$ cat config.mk
export PLATFORM = sky130hd
export DESIGN_NAME = rtttl_note_decoder
export DESIGN_NICKNAME = d
export VERILOG_FILES = /design/src/hw/rtl/rtttl_pkg.sv /design/src/hw/rtl/rtttl_div.sv /design/src/hw/rtl/rtttl_ctrl.sv /design/src/hw/rtl/rtttl_note_decoder.sv
export SDC_FILE = /design/constraint.sdc
export NUM_CORES = 1
export LEC_CHECK = 0
export BUFFER_PORTS_ARGS = -buffer_cell sky130_fd_sc_hd__buf_2
export CORE_ASPECT_RATIO = 1.4
export CORE_UTILIZATION = 40
export CTS_BUF_LIST = sky130_fd_sc_hd__clkbuf_4
export CTS_CLUSTER_SIZE = 16
export DETAILED_ROUTE_END_ITERATION = 7
export MAX_ROUTING_LAYER = met4
export PLACE_DENSITY_LB_ADDON = 0.08
export SYNTH_ARGS = -nofsm -noshare
export SYNTH_HDL_FRONTEND = slang
export SYNTH_SLANG_ARGS = --single-unit
$ cat constraint.sdc
create_clock -name i_clk -period 5.98 [get_ports i_clk]
set_input_delay 1.196 -clock i_clk [delete_from_list [all_inputs] [get_ports i_clk]]
set_output_delay 1.196 -clock i_clk [all_outputs]
set_load 0.01 [all_outputs]
$ cat src/hw/rtl/rtttl_pkg.sv
`timescale 1ns / 1ps
package rtttl_pkg;
    localparam int NUMBER_BITS = 16;
    localparam int NUM_W = NUMBER_BITS;
    localparam logic [17:0] WHOLE_TIME = 18'd240000;

    localparam logic [1:0] ST_NOTE = 2'd0;
    localparam logic [1:0] ST_FINISH = 2'd1;
    localparam logic [1:0] ST_ERROR = 2'd2;

    typedef struct packed {
        logic        start;
        logic [17:0] dividend;
        logic [15:0] divisor;
    } t_div_cmd;

    typedef struct packed {
        logic        busy;
        logic        done;
        logic [17:0] quotient;
    } t_div_sts;

    function automatic logic [15:0] natural_hz(input logic [7:0] c);
        case (c)
            8'h61: natural_hz = 16'd440;
            8'h62: natural_hz = 16'd493;
            8'h63: natural_hz = 16'd523;
            8'h64: natural_hz = 16'd587;
            8'h65: natural_hz = 16'd659;
            8'h66: natural_hz = 16'd698;
            8'h67: natural_hz = 16'd784;
            default: natural_hz = 16'd0;
        endcase
    endfunction

    function automatic logic [15:0] sharp_hz(input logic [7:0] c);
        case (c)
            8'h61: sharp_hz = 16'd466;
            8'h63: sharp_hz = 16'd554;
            8'h64: sharp_hz = 16'd622;
            8'h66: sharp_hz = 16'd740;
            8'h67: sharp_hz = 16'd830;
            default: sharp_hz = 16'd0;
        endcase
    endfunction
endpackage

$ cat src/hw/rtl/rtttl_div.sv
`timescale 1ns / 1ps
module rtttl_div (
    input  logic              i_clk,
    input  logic              i_rst_n,
    input  rtttl_pkg::t_div_cmd i_cmd,
    output rtttl_pkg::t_div_sts o_sts
);
    import rtttl_pkg::*;

    logic [17:0] r_quo, n_quo;
    logic [16:0] r_rem, n_rem;
    logic [15:0] r_den;
    logic [4:0]  r_cnt, n_cnt;
    logic        r_busy, r_done;
    logic [17:0] w_trial;

    // restoring division, one quotient bit per cycle
    always_comb begin
        w_trial = {r_rem, r_quo[17]} - {2'd0, r_den};
        n_quo = {r_quo[16:0], 1'b0};
        n_rem = {r_rem[15:0], r_quo[17]};
        if (!w_trial[17]) begin
            n_quo[0] = 1'b1;
            n_rem = w_trial[16:0];
        end
        n_cnt = r_cnt - 5'd1;
    end

    always_ff @(posedge i_clk) begin
        if (!i_rst_n) begin
            r_busy <= 1'b0;
            r_done <= 1'b0;
            r_cnt  <= '0;
        end else begin
            r_done <= 1'b0;
            if (i_cmd.start) begin
                r_busy <= 1'b1;
                r_cnt  <= 5'd18;
                r_quo  <= i_cmd.dividend;
                r_rem  <= '0;
                r_den  <= i_cmd.divisor;
            end else if (r_busy) begin
                r_quo <= n_quo;
                r_rem <= n_rem;
                r_cnt <= n_cnt;
                if (r_cnt == 5'd1) begin
                    r_busy <= 1'b0;
                    r_done <= 1'b1;
                end
            end
        end
    end

    assign o_sts.busy = r_busy;
    assign o_sts.done = r_done;
    assign o_sts.quotient = r_quo;
endmodule

$ cat src/hw/rtl/rtttl_ctrl.sv
`timescale 1ns / 1ps
module rtttl_ctrl (
    input  logic              i_clk,
    input  logic              i_rst_n,
    input  logic              i_valid,
    output logic              o_ready,
    input  logic [7:0]        i_char_code,
    input  logic              i_end_of_text,
    output rtttl_pkg::t_div_cmd o_div_cmd,
    input  rtttl_pkg::t_div_sts i_div_sts,
    output logic              o_valid,
    input  logic              i_ready,
    output logic [1:0]        o_status,
    output logic [15:0]       o_frequency_hz,
    output logic [19:0]       o_duration_ms,
    output logic              o_last_of_run
);
    import rtttl_pkg::*;

    typedef enum logic [4:0] {
        S_IDLE  = 5'b00001,
        S_TDIV  = 5'b00010,
        S_NDIV  = 5'b00100,
        S_DOTS  = 5'b01000,
        S_OUT   = 5'b10000
    } t_state;

    localparam logic [2:0] PH_TITLE = 3'd0, PH_KEY = 3'd1, PH_EQ = 3'd2,
        PH_VALUE = 3'd3, PH_NOTES = 3'd4, PH_DRAIN = 3'd5;
    localparam logic [2:0] NS_START = 3'd0, NS_DIV = 3'd1, NS_LETTER = 3'd2,
        NS_DOT1 = 3'd3, NS_OCT0 = 3'd4, NS_OCT = 3'd5, NS_DOT2 = 3'd6,
        NS_SEP = 3'd7;

    t_state r_state;
    logic [2:0]  r_phase, r_nstage;
    logic [1:0]  r_key, r_dots, r_dcnt;
    logic [NUM_W-1:0] r_acc;
    logic [15:0] r_ddiv, r_tempo, r_ndiv, r_base;
    logic [3:0]  r_doct, r_oct;
    logic [17:0] r_whole;
    logic [7:0]  r_letter;
    // pending emissions: note then (end) finished/error
    logic        r_emit_note, r_emit_end, r_end_err, r_end_has_note, r_end_reset;
    logic [7:0]  r_c;
    logic        r_redo;
    logic        r_end;
    logic [19:0] r_dur;
    logic [15:0] r_freq;
    logic        r_oval;
    logic [1:0]  r_ostat;
    logic [15:0] r_ofreq;
    logic [19:0] r_odur;
    logic        r_olast;

    logic [NUM_W+3:0] w_mul;
    logic [NUM_W-1:0] w_acc_next;
    logic             w_dig;
    logic [15:0]      w_acc16;
    logic [3:0]       w_acc4;

    always_comb begin
        w_dig = (r_c >= 8'h30) && (r_c <= 8'h39);
        w_mul = {4'd0, r_acc} * (NUM_W + 4)'(10) + (NUM_W + 4)'(r_c - 8'h30);
        w_acc_next = (w_mul > (NUM_W + 4)'({NUM_W{1'b1}})) ? {NUM_W{1'b1}}
                                                          : w_mul[NUM_W-1:0];
        w_acc16 = ({{(32-NUM_W){1'b0}}, r_acc} > 32'd65535) ? 16'hFFFF
                                                             : 16'(r_acc);
        w_acc4 = ({{(32-NUM_W){1'b0}}, r_acc} > 32'd15) ? 4'd15 : 4'(r_acc);
    end

    assign o_ready = (r_state == S_IDLE) && !r_oval && !r_redo
                     && !r_emit_note && !r_emit_end && !r_end && !r_end_reset;
    assign o_valid = r_oval;
    assign o_status = r_ostat;
    assign o_frequency_hz = r_ofreq;
    assign o_duration_ms = r_odur;
    assign o_last_of_run = r_olast;

    logic [15:0] w_freq;
    always_comb begin
        w_freq = r_base;
        for (int k = 5; k <= 15; k++)
            if (32'(r_oct) >= k) w_freq = {w_freq[14:0], 1'b0};
    end

    logic w_take;
    assign w_take = i_valid && o_ready;

    always_ff @(posedge i_clk) begin
        o_div_cmd.start <= 1'b0;
        if (!i_rst_n) begin
            r_state <= S_IDLE;
            r_phase <= PH_TITLE; r_nstage <= NS_START; r_key <= '0; r_acc <= '0;
            r_ddiv <= 16'd4; r_doct <= 4'd6; r_tempo <= 16'd63;
            r_whole <= 18'd3809; r_letter <= '0; r_base <= '0; r_ndiv <= '0;
            r_oct <= '0; r_dots <= '0;
            r_emit_note <= 1'b0; r_emit_end <= 1'b0; r_end_err <= 1'b0;
            r_end_has_note <= 1'b0; r_end_reset <= 1'b0; r_redo <= 1'b0;
            r_end <= 1'b0; r_oval <= 1'b0;
            o_div_cmd.dividend <= '0; o_div_cmd.divisor <= '0;
        end else begin
            if (r_oval && i_ready) r_oval <= 1'b0;
            unique case (r_state)
                S_IDLE: begin
                    if (w_take) begin
                        r_c <= i_char_code;
                        r_end <= i_end_of_text;
                        if (r_phase != PH_DRAIN) r_redo <= 1'b1;
                    end else if (r_end_reset) begin
                        r_end_reset <= 1'b0;
                        r_phase <= PH_TITLE; r_nstage <= NS_START; r_key <= '0;
                        r_acc <= '0; r_ddiv <= 16'd4; r_doct <= 4'd6;
                        r_tempo <= 16'd63; r_whole <= 18'd3809; r_letter <= '0;
                        r_base <= '0; r_ndiv <= '0; r_oct <= '0; r_dots <= '0;
                    end else if (r_emit_note && !r_oval) begin
                        // compute note then emit as note or finished, or as error if the divisor is zero
                        r_state <= S_NDIV;
                        o_div_cmd.start <= 1'b1;
                        o_div_cmd.dividend <= r_whole;
                        o_div_cmd.divisor <= r_ndiv;
                        r_freq <= w_freq;
                    end else if (r_emit_end && !r_oval) begin
                        r_emit_end <= 1'b0;
                        r_oval <= 1'b1;
                        r_ostat <= r_end_err ? ST_ERROR : ST_FINISH;
                        r_ofreq <= '0; r_odur <= '0; r_olast <= 1'b1;
                    end else if (r_redo) begin
                        // one parse step on r_c; repeats until consumed
                        r_redo <= 1'b0;
                        case (r_phase)
                            PH_TITLE: if (r_c == 8'h3A) r_phase <= PH_KEY;
                            PH_KEY: begin
                                if (r_c == 8'h3A) begin
                                    if (r_tempo == 16'd0) begin
                                        r_phase <= PH_DRAIN; r_emit_end <= 1'b1;
                                        r_end_err <= 1'b1;
                                    end else begin
                                        r_state <= S_TDIV;
                                        o_div_cmd.start <= 1'b1;
                                        o_div_cmd.dividend <= WHOLE_TIME;
                                        o_div_cmd.divisor <= r_tempo;
                                    end
                                end else if (r_c == 8'h64 || r_c == 8'h6F
                                             || r_c == 8'h62 || r_c == 8'h6C) begin
                                    r_key <= (r_c == 8'h64) ? 2'd0 :
                                             (r_c == 8'h6F) ? 2'd1 :
                                             (r_c == 8'h62) ? 2'd2 : 2'd3;
                                    r_phase <= PH_EQ;
                                end else begin
                                    r_phase <= PH_DRAIN; r_emit_end <= 1'b1;
                                    r_end_err <= 1'b1;
                                end
                            end
                            PH_EQ: begin
                                if (r_c != 8'h3D) begin
                                    r_phase <= PH_DRAIN; r_emit_end <= 1'b1;
                                    r_end_err <= 1'b1;
                                end else begin
                                    r_acc <= '0; r_phase <= PH_VALUE;
                                end
                            end
                            PH_VALUE: begin
                                if (w_dig) r_acc <= w_acc_next;
                                else begin
                                    if (r_key == 2'd0) r_ddiv <= w_acc16;
                                    else if (r_key == 2'd1) r_doct <= w_acc4;
                                    else if (r_key == 2'd2) r_tempo <= w_acc16;
                                    r_phase <= PH_KEY;
                                    if (r_c != 8'h2C) r_redo <= 1'b1;
                                end
                            end
                            default: begin
                                case (r_nstage)
                                    NS_START: begin
                                        r_ndiv <= r_ddiv; r_oct <= r_doct;
                                        r_dots <= '0;
                                        if (w_dig) begin
                                            r_acc <= NUM_W'(r_c - 8'h30);
                                            r_nstage <= NS_DIV;
                                        end else begin
                                            r_letter <= r_c;
                                            r_base <= natural_hz(r_c);
                                            r_nstage <= NS_LETTER;
                                        end
                                    end
                                    NS_DIV: begin
                                        if (w_dig) r_acc <= w_acc_next;
                                        else begin
                                            r_ndiv <= w_acc16;
                                            r_letter <= r_c;
                                            r_base <= natural_hz(r_c);
                                            r_nstage <= NS_LETTER;
                                        end
                                    end
                                    NS_LETTER: begin
                                        r_nstage <= NS_DOT1;
                                        if (r_c == 8'h23) r_base <= sharp_hz(r_letter);
                                        else r_redo <= 1'b1;
                                    end
                                    NS_DOT1: begin
                                        r_nstage <= NS_OCT0;
                                        if (r_c == 8'h2E) r_dots <= 2'd1;
                                        else r_redo <= 1'b1;
                                    end
                                    NS_OCT0: begin
                                        if (w_dig) begin
                                            r_acc <= NUM_W'(r_c - 8'h30);
                                            r_nstage <= NS_OCT;
                                        end else begin
                                            r_nstage <= NS_DOT2;
                                            r_redo <= 1'b1;
                                        end
                                    end
                                    NS_OCT: begin
                                        if (w_dig) r_acc <= w_acc_next;
                                        else begin
                                            r_oct <= w_acc4;
                                            r_nstage <= NS_DOT2;
                                            r_redo <= 1'b1;
                                        end
                                    end
                                    NS_DOT2: begin
                                        r_nstage <= NS_SEP;
                                        if (r_c == 8'h2E) begin
                                            if (r_dots != 2'd3) r_dots <= r_dots + 2'd1;
                                        end else r_redo <= 1'b1;
                                    end
                                    default: begin
                                        // emit note; redo char afterwards unless it is a comma
                                        r_emit_note <= 1'b1;
                                        r_end_has_note <= 1'b0;
                                        r_nstage <= NS_START;
                                        if (r_c != 8'h2C) r_redo <= 1'b1;
                                    end
                                endcase
                            end
                        endcase
                    end else if (r_end) begin
                        // end of text handling after char consumed
                        r_end <= 1'b0;
                        if (r_phase == PH_NOTES) begin
                            if (r_nstage == NS_START) begin
                                r_emit_end <= 1'b1; r_end_err <= 1'b0;
                                r_end_reset <= 1'b1;
                            end else if (r_nstage == NS_DIV) begin
                                r_emit_end <= 1'b1; r_end_err <= 1'b1;
                                r_end_reset <= 1'b1;
                            end else begin
                                if (r_nstage == NS_OCT) r_oct <= w_acc4;
                                r_emit_note <= 1'b1; r_end_has_note <= 1'b1;
                            end
                        end else if (r_phase == PH_DRAIN) begin
                            r_end_reset <= 1'b1;
                        end else begin
                            r_emit_end <= 1'b1; r_end_err <= 1'b1;
                            r_end_reset <= 1'b1;
                        end
                    end
                end
                S_TDIV: begin
                    if (i_div_sts.done) begin
                        r_whole <= i_div_sts.quotient;
                        r_phase <= PH_NOTES;
                        r_nstage <= NS_START;
                        r_state <= S_IDLE;
                    end
                end
                S_NDIV: begin
                    if (r_ndiv == 16'd0) begin
                        r_emit_note <= 1'b0;
                        r_state <= S_IDLE;
                        r_redo <= 1'b0;
                        r_phase <= PH_DRAIN;
                        r_emit_end <= 1'b1; r_end_err <= 1'b1;
                        if (r_end_has_note) r_end_reset <= 1'b1;
                        r_end_has_note <= 1'b0;
                    end else if (i_div_sts.done) begin
                        r_dur <= {2'd0, i_div_sts.quotient};
                        r_dcnt <= r_dots;
                        r_state <= S_DOTS;
                    end
                end
                S_DOTS: begin
                    if (r_dcnt != 2'd0) begin
                        r_dur <= r_dur + {1'b0, r_dur[19:1]};
                        r_dcnt <= r_dcnt - 2'd1;
                    end else begin
                        r_emit_note <= 1'b0;
                        r_oval <= 1'b1;
                        r_ofreq <= r_freq;
                        r_odur <= r_dur;
                        r_ostat <= r_end_has_note ? ST_FINISH : ST_NOTE;
                        r_olast <= r_end_has_note || !r_end;
                        if (r_end_has_note) begin
                            r_end_reset <= 1'b1;
                            r_end_has_note <= 1'b0;
                        end
                        r_state <= S_IDLE;
                    end
                end
                default: r_state <= S_IDLE;
            endcase
        end
    end
endmodule

$ cat src/hw/rtl/rtttl_note_decoder.sv
`timescale 1ns / 1ps
// a title or header character needs only parse steps; a closing ':' also waits
// for the 18-step serial divider and its handoff
// a character that completes a note passes through parse steps, the divider
// and up to 3 dot steps; an end-of-text transaction may complete two notes
// throughput: one transaction at a time, stalled while a result waits on the output
// reset: synchronous active low; defaults d=4, o=6, b=63, also after each end of text
module rtttl_note_decoder (
    input  logic        i_clk,
    input  logic        i_rst_n,
    input  logic        i_valid,
    output logic        o_ready,
    input  logic [7:0]  i_char_code,
    input  logic        i_end_of_text,
    output logic        o_valid,
    input  logic        i_ready,
    output logic [1:0]  o_status,
    output logic [15:0] o_frequency_hz,
    output logic [19:0] o_duration_ms,
    output logic        o_last_of_run
);
    import rtttl_pkg::*;

    t_div_cmd w_cmd;
    t_div_sts w_sts;

    rtttl_ctrl u_ctrl (
        .i_clk, .i_rst_n, .i_valid, .o_ready, .i_char_code, .i_end_of_text,
        .o_div_cmd(w_cmd), .i_div_sts(w_sts), .o_valid, .i_ready, .o_status,
        .o_frequency_hz, .o_duration_ms, .o_last_of_run
    );

    rtttl_div u_div (.i_clk, .i_rst_n, .i_cmd(w_cmd), .o_sts(w_sts));
endmodule

### Word level (Yosys, flattened, before mapping)

Cells that the tools add are included.

| word-level totals | value |
|---|---|
| register bits | 315 |
| input bits | 13 |
| output and inout bits | 41 |
| word-level logic and storage cells | 562 |

| cells by class | value |
|---|---|
| add/sub/neg operators | 8 |
| multiply operators | 1 |
| order comparisons | 15 |
| equality and inequality tests | 118 |
| mux-type cells | 284 |
| bitwise logic cells | 5 |
| reductions and logical operators | 90 |

Operators by type and width:

| operator | number |
|---|---|
| 16-bit 2-to-1 mux | 53 |
| 35-bit 2-to-1 mux | 6 |
| 20-bit 2-to-1 mux | 8 |
| 16-bit case mux with 2 select lines | 4 |
| 8-bit by 7-bit == test with 1-bit output, second input constant | 14 |
| 18-bit 2-to-1 mux | 5 |
| 1-bit 2-to-1 mux | 89 |
| 4-bit 2-to-1 mux | 20 |
| 20-bit case mux with 2 select lines | 2 |
| 5-bit 2-to-1 mux | 14 |
| 10-bit case mux with 7 select lines | 1 |
| 3-bit 2-to-1 mux | 22 |
| 2-bit 2-to-1 mux | 28 |
| 8-bit 2-to-1 mux | 7 |
| 10-bit case mux with 5 select lines | 1 |
| 16-bit case mux with 3 select lines | 1 |
| 8-bit AND reduction | 5 |
| 3-bit by 2-bit != test with 1-bit output, second input constant | 13 |
| 18-bit case mux with 2 select lines | 1 |
| 9-bit AND reduction | 4 |
| 17-bit 2-to-1 mux | 2 |
| 2-bit by 1-bit != test with 1-bit output, second input constant | 17 |
| 2-bit nonzero test | 17 |
| 4-bit >= comparator, second input constant | 8 |
| other kinds (70) | 179 |

### Logic depth before layout (Yosys ltp)

Gate-level depths: netlist of the first run.

| depth | value |
|---|---|
| depth after elaboration | 13 |
| depth in mapped cells | 22 |
| depth with buffers taken out | 21 |

### Cells and area by module

A second synthesis of the first run with hierarchy kept.

| unflattened totals | value |
|---|---|
| cells, all modules | 2003 |
| area, all modules | 18136.1 um2 |

Modules (own cells, without submodules):

| module | instances | cells each | area an instance (um2) | seq. area each (um2) |
|---|---|---|---|---|
| rtttl_ctrl | 1 | 1719 | 14818.0 | 5855.6 |
| rtttl_div | 1 | 284 | 3318.2 | 1671.6 |

### Worst setup path after synthesis of the first run

OpenSTA, ideal clock, no wires.

| timing | value |
|---|---|
| path type | input to register |
| start | in i_rst_n |
| end | reg u_ctrl.r_dcnt[0] (enable) |
| setup time | 522 ps |
| data arrival time | 5035 ps |
| required time | 5458 ps |
| setup slack | 423 ps |
| cell stages on the path | 3 |
| buffers on the path | 1 |
| cells stage by stage | clkinv_1 clkbuf_1 a2111oi_0 |

| on the way | value |
|---|---|
| longest elaborated chain between the ends | 1 |

Ends and longest elaborated chain:

| item | RTL line | source |
|---|---|---|
| start: declaration | rtttl_note_decoder.sv:10 | `input logic i_rst_n,` |
| 5-bit AND reduction (no source line) | n/a |  |
| end signal: assignment | rtttl_ctrl.sv:279 | `r_dcnt <= r_dots;` |
| end signal: assignment | rtttl_ctrl.sv:286 | `r_dcnt <= r_dcnt - 2'd1;` |
| end: declaration | rtttl_ctrl.sv:36 | `logic [1:0] r_key, r_dots, r_dcnt;` |

No other way between the ends.
A chain may end at the register's enable or synchronous reset.

### Worst setup path after layout of the first run

| timing | value |
|---|---|
| start | reg u_ctrl.r_acc[1] |
| end | reg u_ctrl.r_acc[14] |

| on the way | value |
|---|---|
| longest elaborated chain between the ends | 11 |

Ends and longest elaborated chain:

| item | RTL line | source |
|---|---|---|
| start: declaration | rtttl_ctrl.sv:37 | `logic [NUM_W-1:0] r_acc;` |
| start signal: assignment | rtttl_ctrl.sv:163 | `if (w_dig) r_acc <= w_acc_next;` |
| start signal: assignment | rtttl_ctrl.sv:178 | `r_acc <= NUM_W'(r_c - 8'h30);` |
| start signal: assignment | rtttl_ctrl.sv:187 | `if (w_dig) r_acc <= w_acc_next;` |
| 16-bit by 3-bit multiplier with 19-bit output * | rtttl_ctrl.sv:63 | `w_mul = {4'd0, r_acc} * (NUM_W + 4)'(10) + (NUM_W + 4)'(r_c - 8'h30);` |
| 20-bit adder * | rtttl_ctrl.sv:63 |  |
| 20-bit by 16-bit greater-than comparator with 1-bit output | rtttl_ctrl.sv:64 | `w_acc_next = (w_mul > (NUM_W + 4)'({NUM_W{1'b1}})) ? {NUM_W{1'b1}}` |
| 16-bit 2-to-1 mux * | rtttl_ctrl.sv:64 |  |
| 16-bit 2-to-1 mux * | rtttl_ctrl.sv:163, rtttl_ctrl.sv:187, rtttl_ctrl.sv:215 |  |
| 16-bit case mux with 2 select lines | rtttl_ctrl.sv:173 | `case (r_nstage)` |
| 16-bit case mux with 3 select lines * | rtttl_ctrl.sv:130 | `case (r_phase)` |
| 16-bit 2-to-1 mux * | rtttl_ctrl.sv:127 | `end else if (r_redo) begin` |
| 16-bit 2-to-1 mux * | rtttl_ctrl.sv:122 | `end else if (r_emit_end && !r_oval) begin` |
| 16-bit 2-to-1 mux * | rtttl_ctrl.sv:115 | `end else if (r_emit_note && !r_oval) begin` |
| 16-bit 2-to-1 mux * | rtttl_ctrl.sv:109 | `end else if (r_end_reset) begin` |

Mark *: on every way between the ends. The rest lies on a longest branch, timed or not. The select of a mux whose other input is x is not followed.

==> qor.yml, run 1 <==
outcome:
  status: "finished, final reports clean"
yosys:
  yosysWarnings: 0
  synth_nets: 2088
  syn_inst: 1982
  synth_commonest_cells: "nor2_1, dfxtp_1, a21oi_1"
  ys_ff_latch: 308
  synth_flop_cell: "dfxtp_1"
  yosysTopAreaCellShare_pct: 22.8
  mappedNetlistArea_um2: 17900
  ys_async_sr_fraction_pct: 0
  synth-edff-count: 136
  syn_area_per_cell_um2: 9.04
  synth-seq-area-share_pct: 42.0
  synth_top_cell_by_area: "edfxtp_1"
  yosysMostFrequentCell: "nor2_1"
  synthTopCellsByArea: "edfxtp_1, dfxtp_1, ha_1"
  synth_cell_types: 90
cts:
  postCtsSetupBuffers: 0
  cts_sinks: 308
  cts_buffers: 80
  tritoncts: "done"
  clk_latency_ns: 0.79
  cts.path.max_buffers: 3
  cts-htree-levels: 3
  clk_pin_slew_ns: 0.06
  hold_buffers: 0
  root_buffer: "clkbuf_4"
  cts_resized: 0
grt:
  grt_pass1_vias: 14900
  busiest_layer: "met2"
  grt_pass1_wl_um: 78200
  met1_usage_pct: 25.4
  grt_max_degree: 63
  gr-usage-met3_pct: 2.93
  antenna_found_initial: 1
  met2_usage_pct: 37.6
  track_usage_pct: 21.8
  grt_overflow: 0
layout:
  final_nets: 2136
  layout-drive-gt1-share_pct: 13.1
  layout.cells.non_filler: 2650
  stdcell_area_um2: 19600
  layout-area-overhead-vs-synth_pct: 9.63
critical_path:
  cp_common_cell: "ha_1"
  crit_required_ns: 6.60
  end_kind: "register"
  critical-path-slowest-cell: "dfxtp_1"
  crit_path_max_fanout: 15
  worstPathCellList: "ha_1, ha_1, inv_1, fa_1, nor2b_1, o21ai_1, a21oi_1, o211ai_1, a211oi_1, o41ai_1, or4b_1, o311ai_0, ha_1, nor3_1, o21ai_0, or3_1, o22ai_1, o221a_2, nand4b_1, a221o_1"
  crit_arrival_ns: 6.01
  cp-start-kind: "register"
  path_class: "register to register"
  critPathMaxStageDelay_ns: 0.60
sta:
  rsz0062_at_grt: "no"
  max_clock_freq_mhz: 186
  finalCriticalPeriod_ns: 5.39
  fin_skew_ns: 0.0681
  period_share_pct: 90.1
  drv_slew: 0
  slew-limit-headroom_pct: 17.0
  setup_viol_count_final: 0
  tns_ns: 0
  hold_viol: 0
  worst_pin_slew_ns: 1.24
die:
  rows: 91
  die_width_um: 181
  io-pin-count: 54
  initial_core_util_pct: 40.6
  die_area_um2: 45600
  dieHeight_um: 252
  core_um2: 44100
power_and_ir_drop:
  power_density_nw_per_um2: 274
  p_leak_nw: 7.58
  vdd_drop_max_v: 0.000167
place:
  dpl.hpwl_um: 33800
  io_buffers: 53
  gp_congestion: 0.835
  place_area_um2: 18700
  placed_cells: 2506
worst_hold_path:
  hold_path.class: "register to register"
drt:
  routed_wl_um: 48000
  post_drt_via_cell_ratio: 5.63
  ant_nets: 0
  vias: 14900
  drtIter0Drc: 825
  drc: 0
  wire_per_inst_um: 18.1
  dr.pass1.iters: 5
run:
  max_cap_viol_count: 0
==> state kept, by name (all words and copies together) (netlist names), 5 cells and up <==
signal and count:
u_ctrl.o_div_cmd 35, u_ctrl.o_duration_ms 20, u_ctrl.r_dur 20, u_ctrl.r_whole 18, u_div.r_quo 18, u_div.r_rem 17
u_ctrl.o_frequency_hz 16, u_ctrl.r_acc 16, u_ctrl.r_ddiv 16, u_ctrl.r_freq 16, u_ctrl.r_ndiv 16, u_ctrl.r_tempo 16
u_div.r_den 16, u_ctrl.r_base 10, u_ctrl.r_c 8, u_ctrl.r_letter 8, u_div.r_cnt 5
==> cells in the final DEF, fill, tap and decap left out, types with 19 or more instances in the layout <==
cell / count
buf_4: 29
dfxtp_1: 171
nor4_1: 20
nand2_1: 147
o21ai_0: 97
mux2_2: 24
mux2i_1: 71
nand3_1: 62
nand4_1: 23
a21oi_1: 160
and2_1: 48
clkinv_1: 28
nor2_1: 218
buf_2: 53
clkbuf_4: 108
inv_1: 56
xor2_1: 23
nand2b_1: 26
nor2b_1: 34
nor3_1: 95
a21o_1: 19
ha_1: 89
a221oi_1: 19
xnor2_1: 37
edfxtp_1: 136
==> metrics by stage <==
stage	power [mW]	setup WS (ns)	util, %	hold WS (ns)
floorplan	3.28	0.423	-	0.409
global placement	3.64	0.681	42.3	0.420
detailed placement	3.65	0.602	42.3	0.415
CTS	5.46	0.572	44.5	0.430
global route	5.68	0.216	44.6	0.450
finish	5.38	0.593	44.6	0.432
==> power breakdown <==
group,internal (mW),total (mW),switching (mW)
logic,0.374,1.14,0.763
registers,2.31,2.47,0.159
clock network,0.886,1.77,0.887
==> cell type report <==
class / count / area [um2]
clock inverters: 35 / 165
diodes: 1 / 2.50
clock buffers: 108 / 811
flip-flops and latches: 308 / 7530
inverters: 59 / 224
well taps: 558 / 698
repair buffers: 82 / 483
multi-input cells: 1499 / 9720
fillers: 4371 / 24400
==> path summary, 6_finish.rpt <==
check / start / endpoint / slack [ns] / depth (start not counted)
setup / recovery: u_ctrl.r_acc[1] / u_ctrl.r_acc[14] / 0.59 / 20
hold / removal: u_ctrl.o_div_cmd[2] / u_div.r_den[2] / 0.43 / 0
setup reg to reg: u_ctrl.r_acc[1] / u_ctrl.r_acc[14] / 0.59 / 20
hold reg to reg: u_ctrl.o_div_cmd[2] / u_div.r_den[2] / 0.43 / 0
==> routing by layer <==
metal	routed length, um	part of all wire, %
met1	21100	44
met2	23800	50
met3	1650	3.4
met4	1360	2.8
met5	0	0
==> cells by family (layout without fill, tap and decap cells) <==
family                   Yosys count  count (layout)  synth area share (%)
AO/OA/AOI/OAI                    501             501                  18.1
XOR/XNOR                          60              60                  2.93
adder cells (fa/ha/maj)           93              93                  6.67
buffers and inverters            175             284                  3.96
flip-flops                       308             308                  42.0
multiplexers                      95              95                  5.48
other                              0               1                     0
AND/OR/NAND/NOR                  750             750                  20.8
==> critical path, delay by kind of cell (launching register included) <==
family,cells,cell delay (ns)
buffers and inverters,1,0.07
flip-flops,1,0.60
AO/OA/AOI/OAI,10,2.39
AND/OR/NAND/NOR,5,1.11
adder cells (fa/ha/maj),4,1.04
Note: power is estimated with default switching activity, not from simulation.
==> run 2, diff against run 1 <==
CORE_UTILIZATION = 65   (was 40)
==> run 2 against run 1 <==
Sequential power barely moved. Non-clock buffer count fell by 9. Total power fell by 2.7%. Worst setup slack got worse by 0.057 ns. Sequential cell count did not move. Design area fell by 2.0%. Clock-buffer cell count fell by 2. Critical path depth did not move. First-iteration DRC count rose by 25%. Register-to-register slack got worse by 0.06 ns. Clock power fell by 6%. Sequential share of layout area rose by 0.77 points.
==> qor.yml, run 2 (synthesis results as in run 1) <==
cts:
  cts_sinks: 308
  clk_latency_ns: 0.73
  clk_pin_slew_ns: 0.07
  hold_buffers: 0
  cts_resized: 0
  cts-htree-levels: 3
  root_buffer: "clkbuf_4"
  tritoncts: "done"
  cts.path.max_buffers: 3
  cts_buffers: 71
  postCtsSetupBuffers: 0
power_and_ir_drop:
  comb_power_share_pct: 21.5
  pwr-share-seq_pct: 46.7
  vdd_drop_max_v: 0.000197
  p_sw_share_pct: 32.4
  clkPwrFrac_pct: 31.8
  power_mw: 5.23
  power.internal_mw: 3.54
  power_density_nw_per_um2: 272
  p_leak_nw: 7.50
  p_switching_mw: 1.69
layout:
  regMostFlops: "u_ctrl.o_div_cmd"
  layout.cells.non_filler: 2430
  final_common_cell: "nor2_1"
  final_nets: 2118
  n_fill_cell: 2219
  layout-area-overhead-vs-synth_pct: 7.47
  layout-drive-gt1-share_pct: 12.7
  largest_reg_flops: 35
  final_cell_mix: "nor2_1, dfxtp_1, a21oi_1"
  post-route-util_pct: 71.3
  stdcell_area_um2: 19200
critical_path:
  path_class: "register to register"
  crit_path_max_fanout: 15
  ff2ff_setup_slack_ns: 0.54
  crit_arrival_ns: 6.02
  crit_required_ns: 6.56
  end_kind: "register"
  cp-start-kind: "register"
sta:
  period_share_pct: 91.0
  hold_slack_ns: 0.431
  tns_ns: 0
  drv_slew: 0
  slew-limit-headroom_pct: 14.5
  setup_viol_count_final: 0
  worst_pin_slew_ns: 1.28
  rsz0062_at_grt: "no"
  hold_viol: 0
  max_clock_freq_mhz: 184
  layout_setup_ws_ns: 0.537
  fin_skew_ns: 0.0418
  finalCriticalPeriod_ns: 5.44
place:
  placed_cells: 2304
  place_ws_ns: 0.531
  dpl.hpwl_um: 29800
  place_area_um2: 18300
  gp_congestion: 0.932
  io_buffers: 53
die:
  die_width_um: 142
  rows: 71
  core_um2: 27000
  initial_core_util_pct: 66.3
  dieHeight_um: 198
  die_area_um2: 28200
  io-pin-count: 54
drt:
  wl_met3_um: 2170
  ant_nets: 0
  post_drt_via_cell_ratio: 6.22
  dr.pass1.iters: 6
  top_layer: "met4"
  vias: 15100
  drtIter0Drc: 1032
  drc: 0
  routed_wl_um: 42200
  dr_wl_met2_um: 21000
  wire_per_inst_um: 17.4
  wl_met1_um: 17700
grt:
  track_usage_pct: 31.3
  grt_overflow: 0
  grt_max_degree: 76
  grt_pass1_vias: 14200
  grt_pass1_wl_um: 69100
  antenna_found_initial: 2
worst_hold_path:
  hold_path.class: "register to register"
outcome:
  status: "finished, final reports clean"
run:
  max_cap_viol_count: 0
## run 2: cell types whose count changed in the layout (fill, tap and decap cells not counted)
cell / previous run / this run
nor2_1: 218 / 219
clkinv_2: 6 / 5
diode_2: 1 / 2
buf_4: 29 / 20
clkbuf_4: 108 / 106
xnor2_2: 0 / 1
inv_2: 2 / 3
clkinv_1: 28 / 11
nor2_4: 3 / 2
xnor2_1: 37 / 36
## run 2: per-layer routing
layer | track usage, % | up-vias
li1 | - | 7390
met2 | 52.6 | 499
met1 | 36.9 | 7109
met5 | - | -
met3 | 4.57 | 117
met4 | 14.6 | 0
## run 2: path summary, 6_finish.rpt
path / start / endpoint / cells past startpoint
max: u_ctrl.r_acc[1] / u_ctrl.r_acc[14] / 20
min: u_ctrl.o_div_cmd[0] / u_div.r_den[0] / 0
max reg2reg: u_ctrl.r_acc[1] / u_ctrl.r_acc[14] / 20
min reg2reg: u_ctrl.o_div_cmd[0] / u_div.r_den[0] / 0
## run 2: power groups by stage
stage	Combinational, mW	Sequential, mW	Clock [mW]
finish	1.13	2.44	1.67
global route	1.23	2.46	1.79
detailed placement	1.11	2.48	0
global placement	1.09	2.48	0
CTS	1.11	2.44	1.70
floorplan	0.848	2.44	0
## run 2: final cells by class
type | instances | area, um2 | area share, %
Timing Repair Buffer | 73 | 415 | 2.16
Clock inverter | 18 | 100 | 0.520
Antenna cell | 2 | 5.00 | 0.0260
Multi-Input combinational cell | 1499 | 9720 | 50.5
Inverter | 59 | 224 | 1.16
Sequential cell | 308 | 7530 | 39.1
Clock buffer | 106 | 796 | 4.13
Tap cell | 365 | 457 | 2.37
## run 2: critical path, cell delays in order, from the launching register on
cell and delay [ns]:
dfxtp_1 0.60, ha_1 0.31, ha_1 0.21, inv_1 0.08, fa_1 0.21, nor2b_1 0.06, o21ai_1 0.14, a21oi_1 0.12
o211ai_1 0.31, a211oi_1 0.20, o41ai_1 0.49, or4b_1 0.47, o311ai_0 0.13, ha_1 0.34, nor3_1 0.13, o21ai_0 0.13
or3_1 0.32, o22ai_1 0.16, o221a_2 0.43, nand4b_1 0.14, a221o_1 0.34
==> run 3, diff against run 2 <==
SYNTH_HIERARCHICAL = 1   (was unset)
==> run 3 against run 2 <==
Maximum frequency up 2.4%. Critical path depth increased by 2. Combinational power decreased by 84%. Non-clock buffer count up 6. Sequential power down 9.4%. First-iteration DRC count shrank 2.8%. Design area up 1.5%. Clock skew rose by 0.018 ns. Via count decreased by 0.15%. Register-to-register slack gained 0.13 ns. Core utilization decreased by 0.39 points. Critical path type unchanged. Largest cell class unchanged.
==> qor.yml, run 3 <==
sta:
  period_share_pct: 88.9
  slew-limit-headroom_pct: 19.3
  layout_setup_ws_ns: 0.662
  fin_skew_ns: 0.0598
  setup_viol_count_final: 0
  hold_viol: 0
  drv_slew: 0
  rsz0062_at_grt: "no"
  finalCriticalPeriod_ns: 5.32
  worst_pin_slew_ns: 1.21
  max_clock_freq_mhz: 188
  tns_ns: 0
place:
  gp_congestion: 0.910
  io_buffers: 53
  placed_cells: 2333
  dpl.hpwl_um: 29100
  place_area_um2: 18600
  place_ws_ns: 0.766
layout:
  stdcell_area_um2: 19500
  regMostFlops: "u_ctrl/o_div_cmd"
  layout.cells.non_filler: 2468
  final_cell_mix: "nor2_1, dfxtp_1, nand2_1"
  final_nets: 2145
  final_common_cell: "nor2_1"
  layout-drive-gt1-share_pct: 13.2
  largest_reg_flops: 35
  layout-area-overhead-vs-synth_pct: 7.77
power_and_ir_drop:
  p_leak_nw: 7.66
  power_density_nw_per_um2: 210
  vdd_drop_max_v: 0.000152
cts:
  hold_buffers: 0
  tritoncts: "done"
  clk_pin_slew_ns: 0.06
  cts_resized: 0
  postCtsSetupBuffers: 0
  cts.path.max_buffers: 3
  cts-htree-levels: 3
  root_buffer: "clkbuf_4"
  cts_sinks: 308
  cts_buffers: 74
  clk_latency_ns: 0.71
yosys:
  mappedNetlistArea_um2: 18100
  syn_area_per_cell_um2: 9.06
  synth_nets: 2108
  syn_inst: 2002
  yosysWarnings: 6
critical_path:
  crit_required_ns: 6.50
  end_kind: "register"
  path_class: "register to register"
  cp-start-kind: "register"
  r2r_cells: 22
  crit_arrival_ns: 5.83
  crit_path_max_fanout: 16
drt:
  drc: 0
  post_drt_via_cell_ratio: 6.12
  routed_wl_um: 41500
  ant_nets: 0
  wire_per_inst_um: 16.8
  drtIter0Drc: 1003
  vias: 15100
  dr.pass1.iters: 6
worst_hold_path:
  min_path_cells: 0
  hold_path.class: "register to register"
die:
  io-pin-count: 54
  core_um2: 27600
  dieHeight_um: 200
  die_width_um: 143
  die_area_um2: 28600
  rows: 72
  initial_core_util_pct: 65.8
grt:
  track_usage_pct: 30.0
  grt_pass1_wl_um: 67700
  grt_pass1_vias: 14300
  grt_overflow: 0
  grt_max_degree: 85
  antenna_found_initial: 1
run:
  max_cap_viol_count: 0
outcome:
  status: "finished, final reports clean"
==> run 3: worst paths after layout <==
check,startpoint,to,slack (ns)
max,u_ctrl/r_acc[1],u_ctrl/r_acc[8],0.66
min,u_ctrl/o_div_cmd[15],u_div/r_den[15],0.42
max reg2reg,u_ctrl/r_acc[1],u_ctrl/r_acc[8],0.66
min reg2reg,u_ctrl/o_div_cmd[15],u_div/r_den[15],0.42
==> run 3: where the power goes <==
group / switching, mW / total (mW) / internal, mW
Clock: 0.807 / 1.71 / 0.899
Combinational: 0.126 / 0.183 / 0.0570
Sequential: 0.0199 / 2.21 / 2.19
==> run 3: critical path, stage by stage, from the launching register on <==
cell	delay, ns
dfxtp_1	0.57
ha_1	0.22
ha_1	0.16
inv_1	0.05
fa_1	0.40
nor2b_1	0.13
o21ai_0	0.11
a21boi_0	0.24
o21ai_0	0.14
a21boi_0	0.45
nor2_1	0.07
o21ai_0	0.22
xor2_1	0.25
ha_1	0.30
a21oi_1	0.13
o21ai_0	0.16
a211oi_1	0.30
a21o_1	0.21
xnor2_1	0.18
nand3_1	0.13
buf_4	0.21
o311ai_0	0.35
nand3_1	0.14
==> run 3: cell type report <==
cell class	instances	area, um2
multi-input cells	1514	9900
fillers	2240	8030
flip-flops and latches	308	7530
clock buffers	112	841
well taps	370	463
repair buffers	79	460
inverters	62	234
clock inverters	22	110
diodes	1	2.50
==> run 3: per-layer routing <==
metal  share of wire (%)  vias to the layer above  track usage, %
li1                    -                     7480               -
met1                  42                     7114            34.6
met2                  51                      407            52.3
met3                 4.6                       92            4.34
met4                 2.5                        0            11.9
met5                   0                        -               -
==> run 3: per-stage QoR <==
stage | total power, mW | hold slack, ns | utilization (%)
5_1_grt | 4.28 | 0.416 | 70.9
6_report | 4.10 | 0.422 | 70.9
3_3_place_gp | 2.44 | 0.414 | 67.4
2_1_floorplan | 2.38 | 0.409 | -
4_1_cts | 4.15 | 0.426 | 70.9
3_5_place_dp | 2.44 | 0.418 | 67.4
